$ cat config.mk
export PLATFORM = sky130hd
export DESIGN_NAME = dual_rotary_encoder_debounce
export DESIGN_NICKNAME = d
export VERILOG_FILES = /design/src/design/rde_pkg.sv /design/src/design/dual_rotary_encoder_debounce.sv /design/src/design/rde_chan.sv
export VERILOG_INCLUDE_DIRS = /design/src /design/src/design
export SDC_FILE = /design/constraint.sdc
export NUM_CORES = 1
export LEC_CHECK = 0
export BUFFER_PORTS_ARGS = -buffer_cell sky130_fd_sc_hd__clkbuf_2
export CAP_MARGIN = 40
export CORE_MARGIN = 2
export CORE_UTILIZATION = 32
export DETAILED_ROUTE_END_ITERATION = 10
export PLACE_DENSITY_LB_ADDON = 0.12
export SLEW_MARGIN = 0
export SYNTH_ARGS = -nofsm -noshare
export SYNTH_HDL_FRONTEND = slang
export SYNTH_HIERARCHICAL = 1
export SYNTH_SLANG_ARGS = --single-unit
$ cat constraint.sdc
create_clock -name clk -period 3.2 [get_ports clk]
set_input_delay 0 -clock clk [delete_from_list [all_inputs] [get_ports clk]]
set_output_delay 0 -clock clk [all_outputs]
set_load 0.02 [all_outputs]
$ cat src/design/assert_macros.svh
// Assertion macros shared by the encoder debounce RTL.
`ifndef ASSERT_MACROS_SVH
`define ASSERT_MACROS_SVH

// Same-cycle implication, checked on every clock edge outside reset.
`define RDE_ASSERT_NOW(lbl, ante, cons, msg) \
  lbl: assert property (@(posedge clk) disable iff (!rst_n) (ante) |-> (cons)) \
    else $error(msg);

// Next-cycle implication, checked on every clock edge outside reset.
`define RDE_ASSERT_NEXT(lbl, ante, cons, msg) \
  lbl: assert property (@(posedge clk) disable iff (!rst_n) (ante) |=> (cons)) \
    else $error(msg);

`endif

$ cat src/design/rde_pkg.sv
// Types and constants for the dual rotary encoder debounce block.
package rde_pkg;

  // Command codes carried on in_tuser
  localparam logic CMD_TICK = 1'b0;
  localparam logic CMD_INIT = 1'b1;

  // Step event codes
  localparam logic [1:0] EV_NONE = 2'd0;
  localparam logic [1:0] EV_UP   = 2'd1;
  localparam logic [1:0] EV_DOWN = 2'd2;

  // Channel codes
  localparam logic CH_MAIN = 1'b0;
  localparam logic CH_MIC  = 1'b1;

  // {old code, new code} transitions that count as a step
  localparam logic [3:0] CODE_UP   = 4'h1;
  localparam logic [3:0] CODE_DOWN = 4'hb;

  // Reset value of the debounce tick count
  localparam logic [3:0] TICKS_RST = 4'd10;

  // Post-sample view of one channel, handed to the decoder
  typedef struct packed {
    logic       ready;
    logic [1:0] stable;
    logic [1:0] confirmed;
  } chan_stat_t;

endpackage

$ cat src/design/dual_rotary_encoder_debounce.sv
// Top level: dual rotary encoder debounce and step decoder.
//
// Input channel (in_*): one transfer per sample tick. in_tuser is the command
// (tick sample or initialise), in_tdata carries both encoders' phase pins.
// Result channel (out_*): exactly one transfer per input transfer, in order.
// out_tdata holds the step event, out_tuser the channel it came from.
// Config: cfg_wr_en writes cfg_wr_data into debounce_ticks in the same edge;
// write only while no item is in flight.
// Each item passes the input register, then the result register (out_*).
// Throughput: one item per cycle while out_tready is high; the debounce state
// of both channels is updated in one pass as an item leaves the input register.
// Reset: both channels' state clears, debounce_ticks returns to 10, and both
// stages are empty.
// Stall: while out_tready is low the result register holds; the input
// register still takes one more item, then in_tready drops until the
// result is taken.
`include "assert_macros.svh"
module dual_rotary_encoder_debounce import rde_pkg::*; (
  input  logic       clk,
  input  logic       rst_n,
  input  logic       in_tvalid,
  output logic       in_tready,
  input  logic [7:0] in_tdata,    // [1:0] main_pins, [3:2] mic_pins, [7:4] zero
  input  logic       in_tuser,    // [0] cmd
  output logic       out_tvalid,
  input  logic       out_tready,
  output logic [7:0] out_tdata,   // [1:0] step_event, [7:2] zero
  output logic       out_tuser,   // [0] channel
  input  logic       cfg_wr_en,
  input  logic [3:0] cfg_wr_data  // debounce_ticks
);

  logic [3:0] ticks_r;
  logic       in_valid_r, in_valid_nxt;
  logic       cmd_r;
  logic [1:0] main_r, mic_r;
  logic       out_valid_r, out_valid_nxt;
  logic [1:0] ev_r, ev_nxt;
  logic       ch_r, ch_nxt;

  logic       out_free, adv, in_xfer;
  logic       take_main, take_mic;
  chan_stat_t main_stat, mic_stat;
  chan_stat_t sel;

  // Handshake between stages
  assign out_free  = !out_valid_r || out_tready;
  assign adv       = in_valid_r && out_free;
  assign in_tready = !in_valid_r || out_free;
  assign in_xfer   = in_tvalid && in_tready;

  // Config register
  always_ff @(posedge clk) begin
    if (!rst_n) begin
      ticks_r <= TICKS_RST;
    end else if (cfg_wr_en) begin
      ticks_r <= cfg_wr_data;
    end
  end

  // Input register
  always_comb begin
    in_valid_nxt = in_valid_r;
    if (in_xfer) begin
      in_valid_nxt = 1'b1;
    end else if (adv) begin
      in_valid_nxt = 1'b0;
    end
  end

  always_ff @(posedge clk) begin
    if (!rst_n) begin
      in_valid_r <= 1'b0;
    end else begin
      in_valid_r <= in_valid_nxt;
    end
  end

  always_ff @(posedge clk) begin
    if (in_xfer) begin
      cmd_r  <= in_tuser;
      main_r <= in_tdata[1:0];
      mic_r  <= in_tdata[3:2];
    end
  end

  // Channels
  rde_chan u_main (
    .clk   (clk),
    .rst_n (rst_n),
    .adv   (adv),
    .cmd   (cmd_r),
    .pins  (main_r),
    .ticks (ticks_r),
    .take  (take_main),
    .stat  (main_stat)
  );

  rde_chan u_mic (
    .clk   (clk),
    .rst_n (rst_n),
    .adv   (adv),
    .cmd   (cmd_r),
    .pins  (mic_r),
    .ticks (ticks_r),
    .take  (take_mic),
    .stat  (mic_stat)
  );

  // Decode one confirmed change, main first
  assign take_main = (cmd_r == CMD_TICK) && main_stat.ready;
  assign take_mic  = (cmd_r == CMD_TICK) && !main_stat.ready && mic_stat.ready;
  assign sel       = take_main ? main_stat : mic_stat;

  always_comb begin
    ev_nxt = EV_NONE;
    ch_nxt = CH_MAIN;
    if (take_main || take_mic) begin
      case ({sel.stable, sel.confirmed})
        CODE_UP:   ev_nxt = EV_UP;
        CODE_DOWN: ev_nxt = EV_DOWN;
        default:   ev_nxt = EV_NONE;
      endcase
    end
    if (take_mic && (ev_nxt != EV_NONE)) begin
      ch_nxt = CH_MIC;
    end
  end

  // Result register
  always_comb begin
    out_valid_nxt = out_valid_r;
    if (adv) begin
      out_valid_nxt = 1'b1;
    end else if (out_tready) begin
      out_valid_nxt = 1'b0;
    end
  end

  always_ff @(posedge clk) begin
    if (!rst_n) begin
      out_valid_r <= 1'b0;
    end else begin
      out_valid_r <= out_valid_nxt;
    end
  end

  always_ff @(posedge clk) begin
    if (adv) begin
      ev_r <= ev_nxt;
      ch_r <= ch_nxt;
    end
  end

  assign out_tvalid = out_valid_r;
  assign out_tdata  = {6'd0, ev_r};
  assign out_tuser  = ch_r;

  // Checks
  `RDE_ASSERT_NOW(a_ev_code, out_valid_r, ev_r != 2'd3, "invalid step event code")
  `RDE_ASSERT_NOW(a_mic_has_ev, out_valid_r && (ch_r == CH_MIC), ev_r != EV_NONE,
                  "microphone channel reported without a step")
  `RDE_ASSERT_NOW(a_no_overrun, in_xfer && in_valid_r, adv,
                  "input register overwritten while holding an item")
  `RDE_ASSERT_NEXT(a_stall_holds, out_valid_r && !out_tready, out_valid_r && $stable(ev_r),
                   "result register changed under stall")

endmodule

$ cat src/design/rde_chan.sv
// Debounce state and sample logic for one encoder channel.
module rde_chan import rde_pkg::*; (
  input  logic       clk,
  input  logic       rst_n,
  input  logic       adv,       // item moves from input stage to result stage
  input  logic       cmd,
  input  logic [1:0] pins,
  input  logic [3:0] ticks,
  input  logic       take,      // decoder consumes this channel's change
  output chan_stat_t stat
);

  logic [1:0] stable_r,    stable_nxt;
  logic [1:0] first_r,     first_nxt;
  logic [1:0] confirmed_r, confirmed_nxt;
  logic [3:0] count_r,     count_nxt;
  logic       settling_r,  settling_nxt;
  logic       ready_r,     ready_nxt;

  // Values after sampling, before the decoder consumes a change
  logic [1:0] s_stable, s_first, s_confirmed;
  logic [3:0] s_count;
  logic       s_settling, s_ready;

  // Sample step
  always_comb begin
    s_stable    = stable_r;
    s_first     = first_r;
    s_confirmed = confirmed_r;
    s_count     = count_r;
    s_settling  = settling_r;
    s_ready     = ready_r;
    if (cmd == CMD_INIT) begin
      s_stable    = pins;
      s_first     = 2'd0;
      s_confirmed = 2'd0;
      s_count     = 4'd0;
      s_settling  = 1'b0;
      s_ready     = 1'b0;
    end else if (settling_r && (count_r != 4'd0)) begin
      // skipped sample while settling
      s_count = count_r - 4'd1;
    end else if (pins == stable_r) begin
      s_settling = 1'b0;
      s_ready    = 1'b0;
    end else if (settling_r) begin
      // confirming sample
      s_settling = 1'b0;
      if (pins != first_r) begin
        s_ready = 1'b0;
      end else begin
        s_confirmed = pins;
        s_ready     = 1'b1;
      end
    end else begin
      // new change starts settling
      s_settling = 1'b1;
      s_count    = ticks;
      s_first    = pins;
    end
  end

  assign stat = '{ready: s_ready, stable: s_stable, confirmed: s_confirmed};

  // Decode consumes the confirmed change
  always_comb begin
    stable_nxt    = s_stable;
    first_nxt     = s_first;
    confirmed_nxt = s_confirmed;
    count_nxt     = s_count;
    settling_nxt  = s_settling;
    ready_nxt     = s_ready;
    if (take) begin
      ready_nxt  = 1'b0;
      stable_nxt = s_confirmed;
    end
  end

  always_ff @(posedge clk) begin
    if (!rst_n) begin
      stable_r    <= 2'd0;
      first_r     <= 2'd0;
      confirmed_r <= 2'd0;
      count_r     <= 4'd0;
      settling_r  <= 1'b0;
      ready_r     <= 1'b0;
    end else if (adv) begin
      stable_r    <= stable_nxt;
      first_r     <= first_nxt;
      confirmed_r <= confirmed_nxt;
      count_r     <= count_nxt;
      settling_r  <= settling_nxt;
      ready_r     <= ready_nxt;
    end
  end

endmodule

==> metrics.yaml <==
status: "finished, final reports clean"
die_width_um: 87.9
gr-usage-all-layers_pct: 14.4
rows: 30
critPathMaxFanout: 8
syn-mean-instance-area_sq_um: 8.86
drt-pass1-iter-count: 4
setup_viol: 0
power.internal_mw: 0.723
p_sw_mw: 0.279
drc: 0
use_met2_pct: 22.9
grt_start_max_net_pins: 33
cts_tree: "built"
cp_common_cell: "inv_1"
critical_path.max_stage_delay_ns: 0.37
cts_buffers: 5
p_comb_share_pct: 14.8
grt_pass1_vias: 1772
routed_via_density: 5.03
relSlewSlack_pct: 56.1
p_seq_share_pct: 52.7
rr_endpoint: "u_mic/stable_r[1]"
drv_slew: 0
cts-root-buf: "clkbuf_8"
routed_wl_um: 5090
crit_chain: "inv_1 -> ha_1 -> or3b_1 -> and2_4 -> o21ai_1 -> a21oi_1 -> nor3b_4 -> inv_1 -> nor3_1 -> o21ai_0 -> o22ai_1"
fin_setup_tns_ns: 0
ys_warn_count: 6
ys_types: 45
synth_seq_cells: 38
hold_viol: 0
switching_share_pct: 27.9
die_area_sq_um: 7720
p_leak_nw: 0.998
worstSkewPairLatency_ns: 0.29
num_vias: 1907
grt_pass1_wl_um: 8730
synthArstFlopShare_pct: 0
wl_per_cell_um: 13.4
reg2reg_from: "u_main/count_r[0]"
powerDensity_nw_per_um2: 386
rrSetupSlack_ns: 0.79
clkPwrFrac_pct: 32.5
crit_arrival_ns: 2.62
tightestPinTransition_ns: 0.659
dp_hpwl_um: 3480
grt-busiest-layer: "met2"
cts.sinks: 38
gr-usage-met3_pct: 3.11
netlist_area_sq_um: 2250
crit_type: "reg -> reg"
skew_ns: 0.00561
worstRegToRegCells: 11
ir_drop_v: 0.000282
cap_violations: 0
startpoint: "u_main/count_r[0]"
clk_pin_slew_worst_paths_ns: 0.08
hold_depth: 3
start_kind: "register"
portBuffers: 18
antenna_found_initial: 0
yosysSeqAreaShare_pct: 37.4
first_iter_violations: 93
timing.final.crit_share_pct: 75.3
start_util_pct: 33.1
worstHoldPathType: "in -> reg"
met1_usage_pct: 19.7
die_h_um: 87.9
diodes: 0
nets: 304
cts_max_path_buffers: 2
synth_edf_count: 8
overflow: 0
synth_cells: 254
cpMaxStageDelayCell: "or3b_1"
drive_gt1_share_pct: 14.5
layout_min_cycle_time_ns: 2.41
area_growth_pct: 15.4
postCtsSetupRepairBufs: 0
critPathCaptureType: "register"
crit_required_ns: 3.41
whs_ns: 0.0244
core_area_sq_um: 6790
rsz0062_at_grt: "no"
fmax_ghz: 0.415
cts_max_level: 2
synthFlopType: "dfxtp_1"
ios: 29
ant_nets: 0
min_from: "cfg_wr_en"
whs_endpoint: "ticks_r[3]"
place_congestion: 0.727
## synthesized netlist by cell type (3+ instances only)
| master | n | area [sq um] |
|---|---|---|
| nand2_1 | 27 | 101 |
| a32o_1 | 6 | 60.1 |
| nor2_1 | 9 | 33.8 |
| clkbuf_1 | 8 | 30.0 |
| edfxtp_1 | 8 | 240 |
| xor2_1 | 6 | 52.6 |
| a41oi_1 | 4 | 35.0 |
| nand3_1 | 4 | 20.0 |
| dfxtp_1 | 30 | 601 |
| inv_1 | 15 | 56.3 |
| o21ai_0 | 6 | 30.0 |
| a31oi_1 | 10 | 62.6 |
| o31ai_1 | 6 | 45.0 |
| a21oi_1 | 8 | 40.0 |
| o21a_1 | 3 | 22.5 |
| nor3_1 | 8 | 40.0 |
| o2111ai_1 | 4 | 35.0 |
| buf_4 | 8 | 60.1 |
| o22ai_1 | 10 | 62.6 |
| ha_1 | 4 | 50.1 |
| a22oi_1 | 4 | 30.0 |
| nor2b_1 | 10 | 62.6 |
| xnor2_1 | 9 | 78.8 |
| and3_1 | 4 | 25.0 |
| mux2i_1 | 9 | 90.1 |
| mux2_2 | 4 | 45.0 |
## state kept, by name, indices dropped and copies added, names as in the netlist, 2 cells and up
signal / flops
u_mic/confirmed_r: 2
u_main/confirmed_r: 2
u_mic/count_r: 4
ev_r: 2
u_main/count_r: 4
ticks_r: 4
u_mic/first_r: 2
u_main/first_r: 2
mic_r: 2
main_r: 2
u_main/stable_r: 2
u_mic/stable_r: 2
## cells by family after synthesis
| logic type | after synthesis | synth area share [%] |
|---|---|---|
| other cells | 1 | 0.167 |
| compound gates | 68 | 21.2 |
| fa+ha+maj | 4 | 2.22 |
| buf+inv | 37 | 8.23 |
| mux | 13 | 6.00 |
| simple gates | 78 | 19.0 |
| flops | 38 | 37.4 |
| xor+xnor | 15 | 5.84 |
## metrics by stage
step	worst slack (ns)	cell area [sq um]	cells	power [mW]	utilization [%]
finish	0.791	2600	379	1.00	38.2
global route	0.606	2600	379	1.06	38.2
CTS	0.792	2600	379	1.02	38.2
detailed placement	0.846	2410	361	0.679	35.5
global placement	0.801	2410	361	0.680	35.5
floorplan	0.934	2270	259	0.640	-
## timing repair
item	in CTS	in global routing
gates resized for setup	0	0
hold buffers	10	0
hold endpoints to repair	10	0
## critical path, delay by kind of cell, from the launching register on
family	cells	cell delay, ns
simple gates	4	1.02
compound gates	4	0.56
flops	1	0.34
fa+ha+maj	1	0.17
buf+inv	2	0.23
## how the worst max path moves through the flow
stage	depth (start not counted)	end	slack (ns)
after floorplan	13	u_mic/stable_r[0]	0.93
after global placement	11	u_mic/stable_r[1]	0.80
after detailed placement	11	u_mic/stable_r[1]	0.85
after CTS	11	u_mic/stable_r[1]	0.79
after global routing	12	u_main/stable_r[1]	0.61
final	11	u_mic/stable_r[1]	0.79
## area by class of cell
cell class              instances  area (sq um)
fillers                       714          4200
multi-input cells             184          1240
flip-flops and latches         38           841
repair buffers                 35           243
well taps                      96           120
clock buffers                   6          72.6
inverters                      18          67.6
clock inverters                 2          10.0
## power by group through the flow
| stage | Clock, mW | Combinational [mW] | Sequential, mW |
|---|---|---|---|
| global route | 0.365 | 0.166 | 0.532 |
| CTS | 0.347 | 0.149 | 0.528 |
| detailed placement | 0 | 0.139 | 0.540 |
| global placement | 0 | 0.140 | 0.540 |
| floorplan | 0 | 0.105 | 0.535 |
| finish | 0.326 | 0.148 | 0.528 |
## layout by cell type (no fill, tap or decap), types with 10 or more instances in the layout
cell / count
dfxtp_1: 30
nand2_1: 27
clkbuf_2: 18
inv_1: 15
nor2b_1: 10
dlygate4sd3_1: 10
a31oi_1: 10
o22ai_1: 10
## per-layer routing
metal	routed length [um]	share of wire, %	vias to the layer above
li1	-	-	966
met1	2550	50	913
met2	2360	46	22
met3	123	2.4	6
met4	60	1.2	0
met5	0	0	-
(Power assumes the default switching activity.)
